### src/rtl/rsa_pkg.sv
// ----------------------------------------------------------------------------
// rsa_pkg
// Shared types and constants for the RPN stack ALU: command and status
// codes, the microcode control word and the sequencer condition flags.
// ----------------------------------------------------------------------------
package rsa_pkg;

   localparam int DATA_W            = 32;
   localparam int RSA_STACK_DEPTH   = 512;
   localparam int DEPTH_FIELD_W     = 10;
   localparam int CMD_W             = 3;
   localparam int UPC_W             = 5;

   typedef enum logic [CMD_W-1:0] {
      CMD_PUSH = 3'd0,
      CMD_POP  = 3'd1,
      CMD_ADD  = 3'd2,
      CMD_SUB  = 3'd3,
      CMD_MUL  = 3'd4,
      CMD_DIV  = 3'd5
   } rsa_cmd_type;

   typedef enum logic [1:0] {
      ST_OK   = 2'd0,
      ST_FULL = 2'd1,
      ST_FEW  = 2'd2,
      ST_DIVZ = 2'd3
   } rsa_status_type;

   // jump conditions
   typedef enum logic [2:0] {
      JC_NONE    = 3'd0,
      JC_ALWAYS  = 3'd1,
      JC_FULL    = 3'd2,
      JC_LT1     = 3'd3,
      JC_LT2     = 3'd4,
      JC_BZ      = 3'd5,
      JC_DIV     = 3'd6,
      JC_DIVBUSY = 3'd7
   } rsa_jump_type;

   // stack read address select
   typedef enum logic [1:0] {
      RD_NONE = 2'd0,
      RD_TOP  = 2'd1,
      RD_NEXT = 2'd2
   } rsa_rd_type;

   // operand / result register loads
   typedef enum logic [2:0] {
      LD_NONE = 3'd0,
      LD_A    = 3'd1,
      LD_B    = 3'd2,
      LD_ALU  = 3'd3,
      LD_DIV  = 3'd4
   } rsa_ld_type;

   typedef enum logic [1:0] {
      CNT_HOLD = 2'd0,
      CNT_INC  = 2'd1,
      CNT_DEC  = 2'd2,
      CNT_DEC2 = 2'd3
   } rsa_cnt_type;

   typedef enum logic [1:0] {
      WR_NONE = 2'd0,
      WR_PUSH = 2'd1,
      WR_RES  = 2'd2
   } rsa_wr_type;

   typedef struct packed {
      rsa_jump_type   jc;
      logic [UPC_W-1:0] target;
      rsa_rd_type     rd;
      rsa_ld_type     ld;
      rsa_cnt_type    cnt_op;
      rsa_wr_type     wr;
      logic           st_set;
      rsa_status_type st_code;
      logic           div_start;
      logic           done;
   } rsa_ctrl_type;

   typedef struct packed {
      logic full;
      logic lt1;
      logic lt2;
      logic bz;
      logic is_div;
      logic div_busy;
      logic out_free;
   } rsa_cond_type;

endpackage

### src/rtl/rsa_seq.sv
// ----------------------------------------------------------------------------
// rsa_seq
// Microcode sequencer: step counter, dispatch on command and the control
// store that drives the stack datapath.
// ----------------------------------------------------------------------------
module rsa_seq
   import rsa_pkg::*;
(
   input  logic             clock,
   input  logic             reset,
   input  logic             start,
   input  logic [CMD_W-1:0] start_cmd,
   input  rsa_cond_type     cond,
   output rsa_ctrl_type     ctrl,
   output logic             idle
);

   // microprogram addresses
   localparam logic [UPC_W-1:0] U_PUSH    = 5'd0;
   localparam logic [UPC_W-1:0] U_PUSH_WR = 5'd1;
   localparam logic [UPC_W-1:0] U_POP     = 5'd2;
   localparam logic [UPC_W-1:0] U_POP_DEC = 5'd3;
   localparam logic [UPC_W-1:0] U_AR      = 5'd4;
   localparam logic [UPC_W-1:0] U_AR_RA   = 5'd5;
   localparam logic [UPC_W-1:0] U_AR_RB   = 5'd6;
   localparam logic [UPC_W-1:0] U_AR_LB   = 5'd7;
   localparam logic [UPC_W-1:0] U_AR_SEL  = 5'd8;
   localparam logic [UPC_W-1:0] U_AR_ALU  = 5'd9;
   localparam logic [UPC_W-1:0] U_AR_WR   = 5'd10;
   localparam logic [UPC_W-1:0] U_DV_CHK  = 5'd11;
   localparam logic [UPC_W-1:0] U_DV_GO   = 5'd12;
   localparam logic [UPC_W-1:0] U_DV_WAIT = 5'd13;
   localparam logic [UPC_W-1:0] U_DV_LD   = 5'd14;
   localparam logic [UPC_W-1:0] U_E_FULL  = 5'd15;
   localparam logic [UPC_W-1:0] U_E_FEW   = 5'd16;
   localparam logic [UPC_W-1:0] U_E_DIVZ  = 5'd17;
   localparam logic [UPC_W-1:0] U_FIN     = 5'd18;
   localparam logic [UPC_W-1:0] U_FIN_OUT = 5'd19;

   typedef enum logic {SQ_IDLE, SQ_RUN} sq_state_type;

   function automatic logic [UPC_W-1:0] entry_of(input logic [CMD_W-1:0] cmd);
      logic [UPC_W-1:0] e;
      unique case (cmd) inside
         CMD_PUSH:                          e = U_PUSH;
         CMD_POP:                           e = U_POP;
         CMD_ADD, CMD_SUB, CMD_MUL, CMD_DIV: e = U_AR;
         default:                           e = U_FIN;   // unused codes: no-op
      endcase
      return e;
   endfunction

   function automatic rsa_ctrl_type rom_word(input logic [UPC_W-1:0] upc);
      rsa_ctrl_type w;
      w = '0;
      unique case (upc)
         U_PUSH:    begin w.jc = JC_FULL;   w.target = U_E_FULL; end
         U_PUSH_WR: begin
            w.wr = WR_PUSH; w.cnt_op = CNT_INC; w.jc = JC_ALWAYS; w.target = U_FIN;
         end
         U_POP:     begin w.jc = JC_LT1;    w.target = U_E_FEW; end
         U_POP_DEC: begin w.cnt_op = CNT_DEC; w.jc = JC_ALWAYS; w.target = U_FIN; end
         U_AR:      begin w.jc = JC_LT2;    w.target = U_E_FEW; end
         U_AR_RA:   begin w.rd = RD_TOP; end
         U_AR_RB:   begin w.ld = LD_A; w.rd = RD_NEXT; end
         U_AR_LB:   begin w.ld = LD_B; w.cnt_op = CNT_DEC2; end
         U_AR_SEL:  begin w.jc = JC_DIV;    w.target = U_DV_CHK; end
         U_AR_ALU:  begin w.ld = LD_ALU; end
         U_AR_WR:   begin
            w.wr = WR_RES; w.cnt_op = CNT_INC; w.jc = JC_ALWAYS; w.target = U_FIN;
         end
         U_DV_CHK:  begin w.jc = JC_BZ;     w.target = U_E_DIVZ; end
         U_DV_GO:   begin w.div_start = 1'b1; end
         U_DV_WAIT: begin w.jc = JC_DIVBUSY; w.target = U_DV_WAIT; end
         U_DV_LD:   begin w.ld = LD_DIV; w.jc = JC_ALWAYS; w.target = U_AR_WR; end
         U_E_FULL:  begin
            w.st_set = 1'b1; w.st_code = ST_FULL; w.jc = JC_ALWAYS; w.target = U_FIN;
         end
         U_E_FEW:   begin
            w.st_set = 1'b1; w.st_code = ST_FEW; w.jc = JC_ALWAYS; w.target = U_FIN;
         end
         U_E_DIVZ:  begin
            w.st_set = 1'b1; w.st_code = ST_DIVZ; w.jc = JC_ALWAYS; w.target = U_FIN;
         end
         U_FIN:     begin w.rd = RD_TOP; end
         U_FIN_OUT: begin w.done = 1'b1; end
         default:   begin w.jc = JC_ALWAYS; w.target = U_FIN; end
      endcase
      return w;
   endfunction

   sq_state_type     state_ff;
   logic [UPC_W-1:0] upc_ff;
   rsa_ctrl_type     word;
   logic             take;

   assign word = rom_word(upc_ff);

   always_comb begin
      unique case (word.jc)
         JC_NONE:    take = 1'b0;
         JC_ALWAYS:  take = 1'b1;
         JC_FULL:    take = cond.full;
         JC_LT1:     take = cond.lt1;
         JC_LT2:     take = cond.lt2;
         JC_BZ:      take = cond.bz;
         JC_DIV:     take = cond.is_div;
         JC_DIVBUSY: take = cond.div_busy;
         default:    take = 1'b0;
      endcase
   end

   always_ff @(posedge clock) begin
      if (reset) begin
         state_ff <= SQ_IDLE;
         upc_ff   <= '0;
      end else begin
         unique case (state_ff)
            SQ_IDLE: begin
               if (start) begin
                  upc_ff   <= entry_of(start_cmd);
                  state_ff <= SQ_RUN;
               end
            end
            SQ_RUN: begin
               if (word.done) begin
                  if (cond.out_free) begin
                     state_ff <= SQ_IDLE;
                  end
               end else if (take) begin
                  upc_ff <= word.target;
               end else begin
                  upc_ff <= upc_ff + 1'b1;
               end
            end
            default: state_ff <= SQ_IDLE;
         endcase
      end
   end

   assign idle = (state_ff == SQ_IDLE);
   assign ctrl = (state_ff == SQ_RUN) ? word : rsa_ctrl_type'('0);

endmodule

### config.mk
export PLATFORM = sky130hd
export DESIGN_NAME = rsa_seq
export DESIGN_NICKNAME = d
export VERILOG_FILES = /design/src/rtl/rsa_pkg.sv /design/src/rtl/rsa_seq.sv
export SDC_FILE = /design/constraint.sdc
export NUM_CORES = 1
export LEC_CHECK = 0
export BUFFER_PORTS_ARGS = -buffer_cell sky130_fd_sc_hd__buf_2
export CORE_MARGIN = 3
export CORE_UTILIZATION = 40
export DETAILED_ROUTE_END_ITERATION = 16
export PLACE_DENSITY = 0.77
export SLEW_MARGIN = 20
export SYNTH_ARGS = -nofsm -noshare
export SYNTH_HDL_FRONTEND = slang
export SYNTH_SLANG_ARGS = --single-unit
### constraint.sdc
create_clock -name clock -period 3.3 [get_ports clock]
set_input_delay 0.66 -clock clock [delete_from_list [all_inputs] [get_ports clock]]
set_output_delay 0.66 -clock clock [all_outputs]
set_load 0.05 [all_outputs]
Word-level counts from Yosys, hierarchy flattened:

Cells that the tools add are included.

* reductions and logical operators: 8
* equality and inequality tests: 33
* muxes and demuxes: 19
* add/sub/neg operators: 1
* bitwise gates (word level): 1

Operators by type and width (number)
* $pmux 8 s8: 1
* $eq 5x4->1 const B: 8
* $mux 22: 1
* $eq 5x3->1 const B: 4
* $eq 5x5->1 const B: 4
* $eq 3x3->1 const B: 6
* $mux 5: 3
* $pmux 5 s3: 1
* $eq 3x2->1 const B: 4
* $pmux 3 s4: 1
* $eq 5x2->1 const B: 2
* $pmux 5 s2: 1
* $pmux 3 s3: 1
* $pmux 1 s8: 1
* $pmux 2 s2: 2
* $reduce_or 7->1: 1
* $eq 3x1->1 const B: 2
* $logic_not 3->1: 2
* $pmux 2 s3: 1
* $add 5x1->5 const B: 1
* $eq 5x1->1 const B: 1
* $logic_not 5->1: 1
* $mux 1: 5
* $ne 2x2->1 const B: 2
* 5 further kinds: 6

* logic and storage cells: 64
* output and inout bits: 23
* input bits: 13
* register bits: 6

Longest topological paths before layout:

* depth in word-level cells: 8
* depth in mapped cells: 9
* mapped depth without buffers: 8

Least setup slack after synthesis:

Ideal clock, no wire load.

* kind: register to output
* start point: register upc_ff[4]
* end point: output ctrl[4] (netlist bit)
* buffers on the path: 1
* cell stages (with the launch flop): 5
* data arrival time: 2419 ps
* required time: 2640 ps
* setup slack: 221 ps
* cell sequence: dfxtp_1 clkbuf_1 nand3b_1 nor3_1 a21o_1

RTL lines
* start: declaration: RTL line rsa_seq.sv:93 `logic [UPC_W-1:0] upc_ff;`
* start signal: assignment: RTL line rsa_seq.sv:121 `upc_ff <= entry_of(start_cmd);`
* start signal: assignment: RTL line rsa_seq.sv:131 `upc_ff <= word.target;`
* start signal: assignment: RTL line rsa_seq.sv:133 `upc_ff <= upc_ff + 1'b1;`
* end: declaration: RTL line rsa_seq.sv:14 `output rsa_ctrl_type ctrl,`

==> flow_summary_export.csv <==
group,metric,value,unit
status,outcome,"complete, no violations",
floorplanning,die-width,58.2,um
flow_run,max_cap_viol_count,0,
logic_synthesis,synth_top_area_share,0.110,
logic_synthesis,synth-edff-count,0,
final_layout,final_nets,205,
pwr,p_clk_frac,0.063,
worst_setup_path,timing_worst_setup_path_type,"reg -> out",
clock_tree,cts_tree,"yes",
sta,finalWorstSetupSlack,0.231,ns
sta,drv_slew,0,
grt,grt_pass1_wl,5200,um
clock_tree,clockRootBuffer,"clkbuf_4",
worst_setup_path,end_kind,"output pin",
pwr,p_sw,0.000639,W
placed_design,io_buffers,35,
sta,rsz0062_at_grt,"no",
floorplanning,die-height,58.2,um
clock_tree,cts_resized,0,
sta,maxSlewHeadroom,0.488,
logic_synthesis,synthArstFlopShare,0,
floorplanning,die-area,3390,um2
sta,setup_violations,0,
logic_synthesis,ys_seq_elements,6,
grt,antenna_found_initial,0,
routing,ant_nets,0,
logic_synthesis,syn-num-nets,174,
placed_design,dp_cells,212,
routing,viasPerCell,6.06,
final_layout,stdcell_count,215,
worst_setup_path,r2r_end,"upc_ff[0]$_SDFFE_PP0P_",
routing,wl,3210,um
pwr,irDropWorstVdd,0.464,mV
logic_synthesis,ys_seq_area_frac,0.110,
pwr,power.density,839,nW/um2
sta,hold_viol,0,
pwr,power_frac_seq,0.148,
logic_synthesis,avgSynthCellArea,6.99,um2
logic_synthesis,syn_inst,156,
routing,route.vias.total,1303,
logic_synthesis,netlist_area,1090,um2
logic_synthesis,ys_types,51,
sta,setup-tns-final,0,ns
worst_setup_path,reg2reg_from,"upc_ff[0]$_SDFFE_PP0P_",
worst_setup_path,cp_max_fo,9,
logic_synthesis,synth.most_common_cell,"nor2_1",
clock_tree,numCtsBuffers,3,
final_layout,area_delta_synth_final,16.7,%
final_layout,fill_cells,293,
worst_hold_path,hold_start,"cond[0]",
floorplanning,io_pins,36,
sta,worstMarginPinSlew,0.767,ns
logic_synthesis,synth_common_cells,"nor2_1, a21oi_1, nand2_1, inv_1",
logic_synthesis,synthTopCellsByArea,"dfxtp_1, nor2_1, a21oi_1",
clock_tree,clock_latency,0.24,ns
clock_tree,clk_pin_slew,0.04,ns
logic_synthesis,synth_flop_cell,"dfxtp_1",
final_layout,regArea,120,um2
sta,fmax,326,MHz
floorplanning,core-area,2540,um2
worst_setup_path,cp_slowest_stage_delay,0.41,ns
sta,whs,0.615,ns
worst_hold_path,worstHoldEndpoint,"state_ff$_SDFF_PP0_",
sta,finalCritPeriodShare,0.930,
worst_hold_path,hold_depth,2,
worst_setup_path,cp_slowest_cell,"dfxtp_1",
grt,grt_max_degree,23,
final_layout,n_antenna_cell,0,
clock_tree,cts_setup_buffers,0,
grt,grt_use_total,0.196,
clock_tree,cts_num_sinks,6,
worst_setup_path,cp_data_arrival_time,2.41,ns
worst_setup_path,ff2ff_setup_slack,0.54,ns
sta,finalCriticalPeriod,3.07,ns
worst_setup_path,cp-start-kind,"register",
clock_tree,cts_buffer_depth,2,
routing,drt-initial-drc-count,59,
floorplanning,initial_utilization,0.429,
placed_design,gp_congestion,0.881,
logic_synthesis,ys_warn_count,0,
routing,post-route-drc-count,0,
final_layout,final_area,1270,um2
sta,finalClockSkew,0.00481,ns
worst_setup_path,r2r_cells,8,
final_layout,drive_above_1_share,0.292,
placed_design,place_ws,0.503,ns
pwr,power.leakage,0.578,nW
final_layout,multi_input_area,862,um2
worst_setup_path,cp_cell_sequence,"inv_1 -> ha_1 -> nor2b_4 -> a2111oi_2 -> o32ai_1 -> a21oi_1 -> buf_2",
worst_hold_path,min_path_type,"in -> reg",
pwr,combinationalPowerShare,0.789,
worst_setup_path,cp.required,2.64,ns
pwr,swShare,0.598,
pwr,intPower,0.000430,W
clock_tree,ctsHtreeMaxLevel,1,
routing,dr.pass1.iters,5,
placed_design,placed_area,1250,um2
logic_synthesis,synth_top_cell_by_area,"dfxtp_1",
grt,grt_pass1_vias,1109,
clock_tree,cts_hold_buf,0,
floorplanning,rows,18,
placed_design,hpwl,2410,um
routing,wl_per_cell,14.9,um
grt,grt_overflow_total,0,
==> metrics by stage <==
stage          utilization  power [W]
2_1_floorplan            -   0.000832
3_3_place_gp         0.492   0.000982
3_5_place_dp         0.492   0.000985
4_1_cts              0.500    0.00106
5_1_grt              0.500    0.00115
6_report             0.500    0.00107
==> worst max path at each step <==
stage | startpoint | endpoint | slack (ns) | cells past startpoint
floorplan | upc_ff[4]$_SDFFE_PP0P_ | ctrl[4] | 0.22 | 4
finish | upc_ff[0]$_SDFFE_PP0P_ | ctrl[18] | 0.23 | 7
CTS | upc_ff[0]$_SDFFE_PP0P_ | ctrl[18] | 0.26 | 7
detailed placement | upc_ff[0]$_SDFFE_PP0P_ | ctrl[18] | 0.50 | 7
global placement | upc_ff[0]$_SDFFE_PP0P_ | ctrl[18] | 0.57 | 7
global route | upc_ff[0]$_SDFFE_PP0P_ | ctrl[18] | 0.07 | 7
==> cells by family (layout without fill, tap and decap cells) <==
group / Yosys count / in the layout / synth area share
xor+xnor: 2 / 2 / 0.0161
compound gates: 53 / 53 / 0.386
fa+ha+maj: 5 / 5 / 0.0573
flops: 6 / 6 / 0.110
buf+inv: 21 / 50 / 0.0998
simple gates: 67 / 67 / 0.310
mux: 2 / 2 / 0.0206
==> sequential cells by signal (all words and copies together), names as in the netlist <==
signal and cells:
upc_ff 5, state_ff 1
==> cell type report <==
cell class	count	area share
timing repair buffer	38	0.155
sequential	6	0.0943
multi-input combinational	129	0.677
inverter	9	0.0265
clock buffer	3	0.0177
tap	30	0.0295
==> power by group through the flow <==
| stage | Clock (W) | Sequential (W) | Combinational (W) |
|---|---|---|---|
| 2_1_floorplan | 0 | 0.000121 | 0.000710 |
| 3_3_place_gp | 0 | 0.000158 | 0.000824 |
| 3_5_place_dp | 0 | 0.000158 | 0.000827 |
| 4_1_cts | 0.0000676 | 0.000157 | 0.000832 |
| 5_1_grt | 0.0000738 | 0.000165 | 0.000913 |
| 6_report | 0.0000675 | 0.000158 | 0.000843 |
==> worst max-delay path: cells and delay by family (launching register included) <==
family,cells,cell delay (ns)
AOI/OAI and AO/OA,3,0.85
DFF,1,0.41
buffers and inverters,2,0.39
adders and majority gates,1,0.32
and+or+nand+nor,1,0.19
==> layout by cell type, fill, tap and decap left out, types with 2 or more instances in the layout <==
cell / Yosys / routed
nand2_1: 11 / 11
a211oi_1: 4 / 4
o21ai_0: 6 / 6
nand3_1: 7 / 7
buf_2: 3 / 35
nor4_1: 2 / 2
inv_1: 8 / 8
mux2_2: 2 / 2
or3b_2: 2 / 2
dfxtp_1: 6 / 6
and3_1: 3 / 3
o211ai_1: 4 / 4
o21a_1: 2 / 2
ha_1: 5 / 5
or4_1: 3 / 3
nand2b_1: 2 / 2
a2111oi_2: 3 / 3
buf_4: 1 / 3
nor2b_1: 2 / 2
nor2_1: 23 / 23
a21oi_1: 13 / 13
nor3_1: 7 / 7
o211a_1: 2 / 2
clkbuf_4: 0 / 3
a21o_1: 2 / 2
==> layer usage <==
layer  GRT usage  wire length (um)  share of wire  vias up
li1            -                 -              -      645
met1       0.294              1500           0.47      589
met2       0.285              1450           0.45       63
met3      0.0156               205          0.064        6
met4      0.0795                51          0.016        0
met5           0                 0              0        -
(Power assumes the default switching activity.)
