## src/rtl/rsa_pkg.sv

```systemverilog
// ----------------------------------------------------------------------------
// rsa_pkg
// Shared types and constants for the RPN stack ALU: command and status
// codes, the microcode control word and the sequencer condition flags.
// ----------------------------------------------------------------------------
package rsa_pkg;

   localparam int DATA_W            = 32;
   localparam int RSA_STACK_DEPTH   = 512;
   localparam int DEPTH_FIELD_W     = 10;
   localparam int CMD_W             = 3;
   localparam int UPC_W             = 5;

   typedef enum logic [CMD_W-1:0] {
      CMD_PUSH = 3'd0,
      CMD_POP  = 3'd1,
      CMD_ADD  = 3'd2,
      CMD_SUB  = 3'd3,
      CMD_MUL  = 3'd4,
      CMD_DIV  = 3'd5
   } rsa_cmd_type;

   typedef enum logic [1:0] {
      ST_OK   = 2'd0,
      ST_FULL = 2'd1,
      ST_FEW  = 2'd2,
      ST_DIVZ = 2'd3
   } rsa_status_type;

   // jump conditions
   typedef enum logic [2:0] {
      JC_NONE    = 3'd0,
      JC_ALWAYS  = 3'd1,
      JC_FULL    = 3'd2,
      JC_LT1     = 3'd3,
      JC_LT2     = 3'd4,
      JC_BZ      = 3'd5,
      JC_DIV     = 3'd6,
      JC_DIVBUSY = 3'd7
   } rsa_jump_type;

   // stack read address select
   typedef enum logic [1:0] {
      RD_NONE = 2'd0,
      RD_TOP  = 2'd1,
      RD_NEXT = 2'd2
   } rsa_rd_type;

   // operand / result register loads
   typedef enum logic [2:0] {
      LD_NONE = 3'd0,
      LD_A    = 3'd1,
      LD_B    = 3'd2,
      LD_ALU  = 3'd3,
      LD_DIV  = 3'd4
   } rsa_ld_type;

   typedef enum logic [1:0] {
      CNT_HOLD = 2'd0,
      CNT_INC  = 2'd1,
      CNT_DEC  = 2'd2,
      CNT_DEC2 = 2'd3
   } rsa_cnt_type;

   typedef enum logic [1:0] {
      WR_NONE = 2'd0,
      WR_PUSH = 2'd1,
      WR_RES  = 2'd2
   } rsa_wr_type;

   typedef struct packed {
      rsa_jump_type   jc;
      logic [UPC_W-1:0] target;
      rsa_rd_type     rd;
      rsa_ld_type     ld;
      rsa_cnt_type    cnt_op;
      rsa_wr_type     wr;
      logic           st_set;
      rsa_status_type st_code;
      logic           div_start;
      logic           done;
   } rsa_ctrl_type;

   typedef struct packed {
      logic full;
      logic lt1;
      logic lt2;
      logic bz;
      logic is_div;
      logic div_busy;
      logic out_free;
   } rsa_cond_type;

endpackage

```

## src/rtl/rsa_div.sv

```systemverilog
// ----------------------------------------------------------------------------
// rsa_div
// Iterative signed divider, one restoring step per cycle, quotient
// truncated toward zero. Divisor must be nonzero.
// ----------------------------------------------------------------------------
module rsa_div
   import rsa_pkg::*;
#(
   parameter int DW = DATA_W
) (
   input  logic          clock,
   input  logic          reset,
   input  logic          start,
   input  logic [DW-1:0] dividend,
   input  logic [DW-1:0] divisor,
   output logic          busy,
   output logic [DW-1:0] quotient
);

   localparam int CNTW = $clog2(DW + 1);

   typedef enum logic {DV_IDLE, DV_RUN} dv_state_type;

   dv_state_type    state_ff;
   logic [CNTW-1:0] cnt_ff;
   logic [DW-1:0]   rem_ff;
   logic [DW-1:0]   quo_ff;
   logic [DW-1:0]   dvs_ff;
   logic            neg_ff;

   logic [DW:0]     shifted;
   logic [DW:0]     diff;
   logic [DW-1:0]   mag_a;
   logic [DW-1:0]   mag_b;

   assign mag_a   = dividend[DW-1] ? (~dividend + 1'b1) : dividend;
   assign mag_b   = divisor[DW-1]  ? (~divisor + 1'b1)  : divisor;
   assign shifted = {rem_ff, quo_ff[DW-1]};
   assign diff    = shifted - {1'b0, dvs_ff};

   always_ff @(posedge clock) begin
      if (reset) begin
         state_ff <= DV_IDLE;
         cnt_ff   <= '0;
      end else begin
         unique case (state_ff)
            DV_IDLE: begin
               if (start) begin
                  state_ff <= DV_RUN;
                  cnt_ff   <= CNTW'(DW);
                  rem_ff   <= '0;
                  quo_ff   <= mag_a;
                  dvs_ff   <= mag_b;
                  neg_ff   <= dividend[DW-1] ^ divisor[DW-1];
               end
            end
            DV_RUN: begin
               // restoring step: keep the difference when no borrow
               if (!diff[DW]) begin
                  rem_ff <= diff[DW-1:0];
                  quo_ff <= {quo_ff[DW-2:0], 1'b1};
               end else begin
                  rem_ff <= shifted[DW-1:0];
                  quo_ff <= {quo_ff[DW-2:0], 1'b0};
               end
               cnt_ff <= cnt_ff - 1'b1;
               if (cnt_ff == CNTW'(1)) begin
                  state_ff <= DV_IDLE;
               end
            end
            default: state_ff <= DV_IDLE;
         endcase
      end
   end

   assign busy     = (state_ff == DV_RUN);
   assign quotient = neg_ff ? (~quo_ff + 1'b1) : quo_ff;

endmodule

```

## config.mk

```make
export PLATFORM = sky130hd
export DESIGN_NAME = rsa_div
export DESIGN_NICKNAME = d
export VERILOG_FILES = /design/src/rtl/rsa_pkg.sv /design/src/rtl/rsa_div.sv
export SDC_FILE = /design/constraint.sdc
export NUM_CORES = 1
export LEC_CHECK = 0
export ABC_AREA = 1
export BUFFER_PORTS_ARGS = -buffer_cell sky130_fd_sc_hd__buf_2
export CAP_MARGIN = 25
export CORE_ASPECT_RATIO = 0.75
export CORE_MARGIN = 5
export CORE_UTILIZATION = 60
export CTS_CLUSTER_DIAMETER = 60
export DETAILED_ROUTE_END_ITERATION = 10
export PLACE_DENSITY_LB_ADDON = 0.05
export SLEW_MARGIN = 30
export SYNTH_ARGS = -nofsm -noshare
export SYNTH_HDL_FRONTEND = slang
export SYNTH_SLANG_ARGS = --single-unit
```

## constraint.sdc

```tcl
create_clock -name clock -period 4.9 [get_ports clock]
set_input_delay 0.735 -clock clock [delete_from_list [all_inputs] [get_ports clock]]
set_output_delay 0.735 -clock clock [all_outputs]
set_load 0.1 [all_outputs]
```

# Word-level counts from Yosys, hierarchy flattened
# Cells that the tools add are included.
# op_classes
bitwise	6
div	0
n_eq_ne	2
reduce_logical	2
n_mux	14
shift	0
n_lt_le_gt_ge	0
mul	0
add_sub_neg	5
# op_table
op	n
$mux W32	5
$pmux W32 S2	2
$add A32 B1 Y32 const B	3
$not A32 Y32	3
$sub A33 B32 Y33	1
$mux W31	1
$pmux W6 S2	1
$eq A6 B1 Y1 const B	1
$mux W6	1
$sub A6 B1 Y6 const B	1
$mux W1	3
$reduce_and A3 Y1	1
$ne A2 B2 Y1 const B	1
$not A1 Y1	2
$pmux W1 S2	1
$reduce_and A2 Y1	1
$xor A1 B1 Y1	1
# totals
output_inout_bits	33
input_bits	67
memories	0
latch_bits	0
romBits	0
regBits	104
ram_bits	0

# Logic depth before layout (Yosys ltp)
# Gate-level depths: netlist of the first run.
# logic_depth
ltp_word	5
depth_mapped	18

# Worst setup path before layout of the first run
# Ideal clock, no wire load.
# synth_timing
path_type	register to register
start	register state_ff, in the netlist busy
end	register quo_ff[0] (enable)
arrival_time_ns	4.090
t_required_ns	4.412
period_less_slack_ns	4.578
path_slack_ns	0.322
path_buffers	1
path_stages_with_launch	4
cell_sequence	dfxtp_1 -> clkbuf_1 -> nor2_1 -> nor2_1
# synth_via
elab_chain_cells	3
# synth_rtl
element	line	source
from (decl)	rsa_div.sv:24	dv_state_type state_ff;
from (signal assigned)	rsa_div.sv:43	state_ff <= DV_IDLE;
from (signal assigned)	rsa_div.sv:49	state_ff <= DV_RUN;
from (signal assigned)	rsa_div.sv:68	state_ff <= DV_IDLE;
$not A1 Y1	-	
$ne A2 B2 Y1 (no line)	-	
$reduce_and A2 Y1 (no line)	-	
to (signal assigned)	rsa_div.sv:52	quo_ff <= mag_a;
to (signal assigned)	rsa_div.sv:61	quo_ff <= {quo_ff[DW-2:0], 1'b1};
to (signal assigned)	rsa_div.sv:64	quo_ff <= {quo_ff[DW-2:0], 1'b0};
to (decl)	rsa_div.sv:27	logic [DW-1:0] quo_ff;
# No other way between the ends.
# A chain may end at the register's enable or synchronous reset.

# Final worst setup path of the first run
# layout_timing
start	register quo_ff[1]
end	output quotient[28]
# layout_via
elab_chain_cells	3
# layout_rtl
element	line	source
$not A32 Y32	rsa_div.sv:77	assign quotient = neg_ff ? (~quo_ff + 1'b1) : quo_ff;
$add A32 B1 Y32	rsa_div.sv:77	
$mux W32	rsa_div.sv:77	
to (decl)	rsa_div.sv:17	output logic [DW-1:0] quotient
# No other way between the ends.

==> results of run 1 <==
logic make-up after synthesis:
logic type               share of synthesized area [%]
AND/OR/NAND/NOR                                   36.7
adder cells (fa/ha/maj)                           5.07
flip-flops                                        32.1
buffers and inverters                             12.3
AO/OA/AOI/OAI                                     7.24
XOR/XNOR                                          6.53
power by group through the flow:
stage	Clock, mW	Combinational [mW]	Sequential, mW
final	0.715	1.10	1.11
after global routing	0.768	1.21	1.12
after CTS	0.740	1.08	1.11
after detailed placement	0	1.08	1.13
after global placement	0	1.07	1.13
after floorplan	0	0.848	1.12
critical path, stage by stage, from the launching register on:
cell and delay [ps]:
edfxtp_1 420, inv_1 90, ha_1 200, nand3_1 120
nor2_1 170, nand2_1 120, nor2_1 190, nand3_1 160
o21ai_0 360, o211ai_1 140, nand2_1 90, buf_2 420
layout make-up:
class,instances,area share [%]
Multi-Input combinational cell,1068,50.6
Sequential cell,104,29.1
Inverter,271,9.71
Timing Repair Buffer,105,5.35
Tap cell,205,2.45
Clock buffer,10,2.19
Clock inverter,6,0.585
state kept, by name, summed over array words and instances, names as in the netlist:
| register | flops |
|---|---|
| rem_ff | 32 |
| busy | 1 |
| quo_ff | 32 |
| neg_ff | 1 |
| cnt_ff | 6 |
| dvs_ff | 32 |
how the worst min path moves through the flow:
stage,from,to,cells after the start
3_3_place_gp,cnt_ff[5],cnt_ff[5],2
6_report,cnt_ff[5],cnt_ff[5],2
5_1_grt,cnt_ff[5],cnt_ff[5],2
2_1_floorplan,cnt_ff[5],cnt_ff[5],2
4_1_cts,cnt_ff[5],cnt_ff[5],2
3_5_place_dp,cnt_ff[5],cnt_ff[5],2
layer usage:
| layer | global-route usage, % | part of all wire [%] | up-vias |
|---|---|---|---|
| met4 | 3.55 | 0.65 | 0 |
| li1 | - | - | 4781 |
| met1 | 45.3 | 51 | 4073 |
| met3 | 6.67 | 11 | 18 |
| met2 | 34.6 | 37 | 393 |
| met5 | 0 | 0 | - |
cell usage in the layout (no fill, tap or decap), types with 6 or more instances in the layout:
| cell type | n |
|---|---|
| nand2_1 | 451 |
| nor3_1 | 16 |
| dfxtp_1 | 6 |
| nand3b_1 | 10 |
| clkbuf_16 | 9 |
| a21oi_1 | 45 |
| edfxtp_1 | 97 |
| ha_1 | 37 |
| xnor2_1 | 6 |
| nand2_2 | 11 |
| a31oi_1 | 7 |
| xor2_1 | 65 |
| inv_1 | 270 |
| nand3_1 | 87 |
| o21ai_0 | 50 |
| nand4_1 | 21 |
| buf_2 | 99 |
| nor2_1 | 212 |
==> impl_metrics.ini, run 1 <==
[run_status]
status = completed

[global_routing]
grt_overflow = 0
grt_pass1_vias = 8041
grt_antenna_before_repair = 0
grt_pass1_wl_um = 40300
grt_usage_pct = 26.9
grt_max_degree = 56

[critical_path]
start_kind = flop
r2r_end = quo_ff[0]
crit_fanout = 4
arrival_ps = 2840
r2r_setup_slack_ps = 2140
required_ps = 4160
endpoint = quotient[28]
crit_start = quo_ff[1]
end_kind = primary output
crit_type = reg2out
reg2reg_from = dvs_ff[0]
reg2reg_depth = 14

[pwr]
power.share.switching_pct = 41.5
p_leak_nw = 5.51
switchingPower_mw = 1.21
pwr-share-comb_pct = 37.6
pwr-share-seq_pct = 37.9
intPower_mw = 1.71
ir_drop_mv = 0.245
powerDensity_mw_per_mm2 = 279
power.share.clock_pct = 24.4
total_power_mw = 2.93

[timing]
hold_viol_final = 0
slew_headroom_pct = 49.7
setup_tns_ps = 0
setup_viol = 0
rsz0062_at_grt = false
worst_slack_ps = 1320
finClkSkew_ps = 11.8
fmax_mhz = 280
slew_viol_final = 0
hold_slack_ps = 490
fin_crit_sh_pct = 73.0
tightest_slew_ps = 755
finalCriticalPeriod_ps = 3580

[clock_network]
cts_tree = yes
clkSlewWorstSetupHoldPaths_ps = 80
post_cts_buffers = 0
ctsHoldBuffers = 0
cts_buffer_depth = 2
htreeDepth = 3
cts_resized = 0
worstSkewPairLatency_ps = 350
cts_buffers = 9
clkSinkCount = 104
clockRootBuffer = clkbuf_16

[drt]
vias = 9265
dr.pass1.iters = 5
drt_iter0_markers = 1005
ant_nets = 0
wl_per_cell_um = 14.3
drc = 0
avgViaCountPerCell = 5.24
routed_wl_um = 25400

[logic_synthesis]
ys.flop_type = edfxtp_1
syn_inst = 1471
netlist_area_mm2 = 0.00952
synth-edff-count = 97
syn_avg_cell_area_um2 = 6.47
yosys.area.top_type = edfxtp_1
syn_nets = 1576
synth-seq-cells = 104
yosys-top-cells-count = 451 x nand2_1, 270 x inv_1, 214 x nor2_1
synth.most_common_cell = nand2_1
ys_types = 43
yosys-top-cells-area = edfxtp_1 31%, nand2_1 18%, inv_1 11%, nor2_1 8.4%, xor2_1 6.0%
async_flop_share_pct = 0
yosys.area.top_type_share_pct = 30.6
yosys_warnings = 0
yosysSeqAreaShare_pct = 32.1

[hold_path]
hold_path.class = reg2reg

[floorplanning]
die_h_um = 119
dieArea_mm2 = 0.0185
core-area_mm2 = 0.0154
io_pins = 100
start_util_pct = 61.7
rows = 39
die_x_um = 155

[layout]
nets = 1664
fill_cells = 1396
syn_to_final_growth_pct = 10.1
multi_input_area_mm2 = 0.00530
drive_gt1_share_pct = 9.85
final_core_util_pct = 68.0
stdcell_area_mm2 = 0.0105
fin_cells = 1769
insertedDiodeCount = 0
final-seq-area_mm2 = 0.00305

[placed_design]
postPlaceCellArea_mm2 = 0.0102
dp_hpwl_um = 20400
place_ws_ps = 1760
placedCellCount = 1752
io_buffers = 99
globalplace.congestion = 0.960

[run]
maxCapViolations = 0
(Power assumes the default switching activity.)
==> inputs of run 2 (changes only) <==
Clock period 4.9 ns to 3.6 ns, I/O delays scaled along.
==> impl_metrics.ini, run 2 (synthesized netlist as in run 1, its figures left out) <==
[layout]
final_cell_mix = 451 x nand2_1, 270 x inv_1, 212 x nor2_1
final-seq-area_mm2 = 0.00305
syn_to_final_growth_pct = 10.0
stdcell_area_mm2 = 0.0105
final_common_cell = nand2_1
fill_cells = 1443
insertedDiodeCount = 0
multi_input_area_mm2 = 0.00530
reg.largest.list = dvs_ff: 32 flops, quo_ff: 32 flops, rem_ff: 32 flops
fin_cells = 1769
drive_gt1_share_pct = 9.85
nets = 1664

[drt]
drc = 0
avgViaCountPerCell = 5.24
ant_nets = 0
routed_wl_um = 25400
vias = 9268
drt_iter0_markers = 855
dr.pass1.iters = 5
wl_per_cell_um = 14.3

[timing]
slew_headroom_pct = 56.1
setup_viol = 0
finClkSkew_ps = 14.4
slew_viol_final = 0
fmax_mhz = 291
hold_viol_final = 0
fin_crit_sh_pct = 95.4
finalCriticalPeriod_ps = 3430
tightest_slew_ps = 657
setup_tns_ps = 0
rsz0062_at_grt = false

[critical_path]
arrival_ps = 2890
start_kind = flop
crit_type = reg2out
end_kind = primary output
crit_fanout = 4
required_ps = 3060
reg2reg_depth = 17

[clock_network]
cts_buffer_depth = 2
worstSkewPairLatency_ps = 370
htreeDepth = 3
cts_tree = yes
cts_resized = 0
clkSlewWorstSetupHoldPaths_ps = 80
clkSinkCount = 104
cts_buffers = 9
clockRootBuffer = clkbuf_16
ctsHoldBuffers = 0
post_cts_buffers = 0

[hold_path]
whs_path_depth = 2
hold_path.class = in2reg

[floorplanning]
die_h_um = 119
start_util_pct = 61.7
io_pins = 100
die_x_um = 155
dieArea_mm2 = 0.0185
core-area_mm2 = 0.0154
rows = 39

[placed_design]
postPlaceCellArea_mm2 = 0.0102
placedCellCount = 1753
globalplace.congestion = 0.957
dp_hpwl_um = 20500
io_buffers = 99

[global_routing]
grt_usage_pct = 27.2
grt_pass1_wl_um = 40600
grt_antenna_before_repair = 0
grt_overflow = 0
grt_max_degree = 48
grt_pass1_vias = 8113

[pwr]
ir_drop_mv = 0.294
powerDensity_mw_per_mm2 = 381
p_leak_nw = 5.51

[run]
maxCapViolations = 0

[run_status]
status = completed
-- run 2: cell count changes in the layout (fill, tap and decap cells not counted) --
cell / previous run / this run
clkinvlp_4: 1 / 0
o21ai_1: 4 / 5
inv_4: 0 / 1
buf_12: 0 / 1
buf_16: 1 / 0
o21ai_0: 50 / 49
-- run 2: power by group --
| part | switching (mW) | leakage, nW | internal (mW) |
|---|---|---|---|
| logic | 1.10 | 4.39 | 0.396 |
| clock network | 0.491 | 0.143 | 0.488 |
| registers | 0.0648 | 0.985 | 1.45 |
-- run 2: final cells by class --
cell class	instances	area share [%]
clock buffers	10	2.19
clock inverters	6	0.574
inverters	271	9.72
multi-input cells	1068	50.6
flip-flops and latches	104	29.2
well taps	205	2.45
repair buffers	105	5.28
-- run 2: stage by stage --
step           total power [mW]  util (%)  hold WS [ps]  worst slack, ps
6_report                   3.98      67.9           431              167
2_1_floorplan              2.68         -           448              106
5_1_grt                    4.20      67.9           432             63.7
3_5_place_dp               3.00      66.0           470              652
3_3_place_gp               2.99      66.0           466              708
4_1_cts                    3.97      67.9           430              240
-- run 2: path summary, 6_finish.rpt --
kind	slack [ps]	end	startpoint
setup / recovery	170	quotient[28]	quo_ff[0]
hold / removal	430	cnt_ff[1]	reset
setup reg to reg	1020	rem_ff[30]	quo_ff[31]
hold reg to reg	490	cnt_ff[1]	cnt_ff[1]
-- run 2: worst max-delay path, stage by stage (launching register included) --
cell      delay, ps
edfxtp_1        440
inv_1           110
ha_1            220
nand3_1         120
nor2_1          170
nand2_1         130
nor2_1          190
nand3_1         160
o21ai_0         350
o211ai_1        140
nand2_1          90
buf_2           420
-- run 2: layer usage --
metal / GRT usage [%] / share of wire, %
met1: 45.6 / 50
met4: 4.16 / 0.82
met2: 35.7 / 38
met3: 5.77 / 11
met5: 0 / 0
==> inputs of run 3 (changes only) <==
Settings changed: PLACE_DENSITY set to 0.9, PLACE_DENSITY_LB_ADDON 0.05 to unset, SKIP_LAST_GASP set to 1.
==> impl_metrics.ini, run 3 (synthesized netlist as in run 1, its figures left out) <==
[pwr]
p_leak_nw = 5.52
ir_drop_mv = 0.376
powerDensity_mw_per_mm2 = 385

[critical_path]
crit_fanout = 4
end_kind = primary output
crit_type = reg2out
required_ps = 3060
path_cells = inv_1 > ha_1 > nand3_1 > nor2_1 > nand2_1 > nor2_1 > nand3_1 > o21ai_0 > o211ai_1 > nand2_1 > buf_2
start_kind = flop
cpPeakStageDelay_ps = 420
path_delay_family = simple AND/OR/NAND/NOR gates
arrival_ps = 2780
crit_slowest_cell = buf_2
crit_buf_inv = 2

[timing]
slew_headroom_pct = 55.4
finClkSkew_ps = 11.8
fmax_mhz = 301
fin_crit_sh_pct = 92.2
finalCriticalPeriod_ps = 3320
hold_viol_final = 0
worst_slack_ps = 281
setup_tns_ps = 0
tightest_slew_ps = 667
slew_viol_final = 0
setup_viol = 0
rsz0062_at_grt = false

[placed_design]
dp_hpwl_um = 21600
place_ws_ps = 696
globalplace.congestion = 1.02
placedCellCount = 1753
io_buffers = 99

[layout]
final_core_util_pct = 67.9
syn_to_final_growth_pct = 10.0
final_common_cell = nand2_1
nets = 1664
fin_cells = 1770
drive_gt1_share_pct = 9.91
final_cell_mix = 451 x nand2_1, 270 x inv_1, 212 x nor2_1
reg.largest.list = dvs_ff: 32 flops, quo_ff: 32 flops, rem_ff: 32 flops

[clock_network]
cts_resized = 0
cts_tree = yes
post_cts_buffers = 0
clockRootBuffer = clkbuf_16
cts_buffers = 9
clkSlewWorstSetupHoldPaths_ps = 70
cts_buffer_depth = 2
worstSkewPairLatency_ps = 360
htreeDepth = 3
clkSinkCount = 104
ctsHoldBuffers = 0

[drt]
vias = 9721
drt_iter0_markers = 1074
wl_per_cell_um = 15.3
drc = 0
dr.pass1.iters = 5
avgViaCountPerCell = 5.49
routed_wl_um = 27200
ant_nets = 0

[floorplanning]
io_pins = 100
start_util_pct = 61.7
die_h_um = 119
rows = 39
core-area_mm2 = 0.0154
die_x_um = 155
dieArea_mm2 = 0.0185

[global_routing]
grt_pass1_wl_um = 43300
grt_usage_pct = 29.2
grt_overflow = 0
grt_pass1_vias = 8565
grt_max_degree = 50
grt_antenna_before_repair = 2

[hold_path]
hold_path.class = in2reg

[run]
maxCapViolations = 0

[run_status]
status = completed
-- run 3: layout make-up --
type / instances / area, um2
multi-input cells: 1068 / 5300
fillers: 1345 / 4950
flip-flops and latches: 104 / 3050
inverters: 271 / 1020
repair buffers: 105 / 553
well taps: 205 / 256
clock buffers: 10 / 239
clock inverters: 6 / 47.5
diodes: 1 / 2.50
-- run 3: path summary, 6_finish.rpt --
path / from / slack (ps) / to / depth (start not counted)
max: quo_ff[0] / 280 / quotient[28] / 11
min: divisor[0] / 430 / dvs_ff[0] / 1
max reg2reg: quo_ff[31] / 950 / quo_ff[0] / 15
min reg2reg: cnt_ff[5] / 480 / cnt_ff[5] / 2
-- run 3: stage by stage --
| step | hold WS (ps) | cell area [um2] | power (mW) |
|---|---|---|---|
| after floorplan | 448 | 9520 | 2.68 |
| after global placement | 465 | 10200 | 2.98 |
| after detailed placement | 469 | 10200 | 3.02 |
| after CTS | 422 | 10500 | 3.99 |
| after global routing | 422 | 10500 | 4.23 |
| final | 425 | 10500 | 4.03 |
-- run 3: power breakdown --
part,leakage [nW],switching [mW],total [mW],internal [mW]
Sequential,0.985,0.0647,1.51,1.45
Clock,0.147,0.488,0.987,0.500
Combinational,4.39,1.13,1.53,0.396
-- run 3: metal layers --
| layer | wire length, um | global-route usage [%] |
|---|---|---|
| met2 | 10500 | 39.4 |
| met1 | 12200 | 45.0 |
| met3 | 4050 | 10.8 |
| met5 | 7 | 0 |
| met4 | 355 | 5.25 |
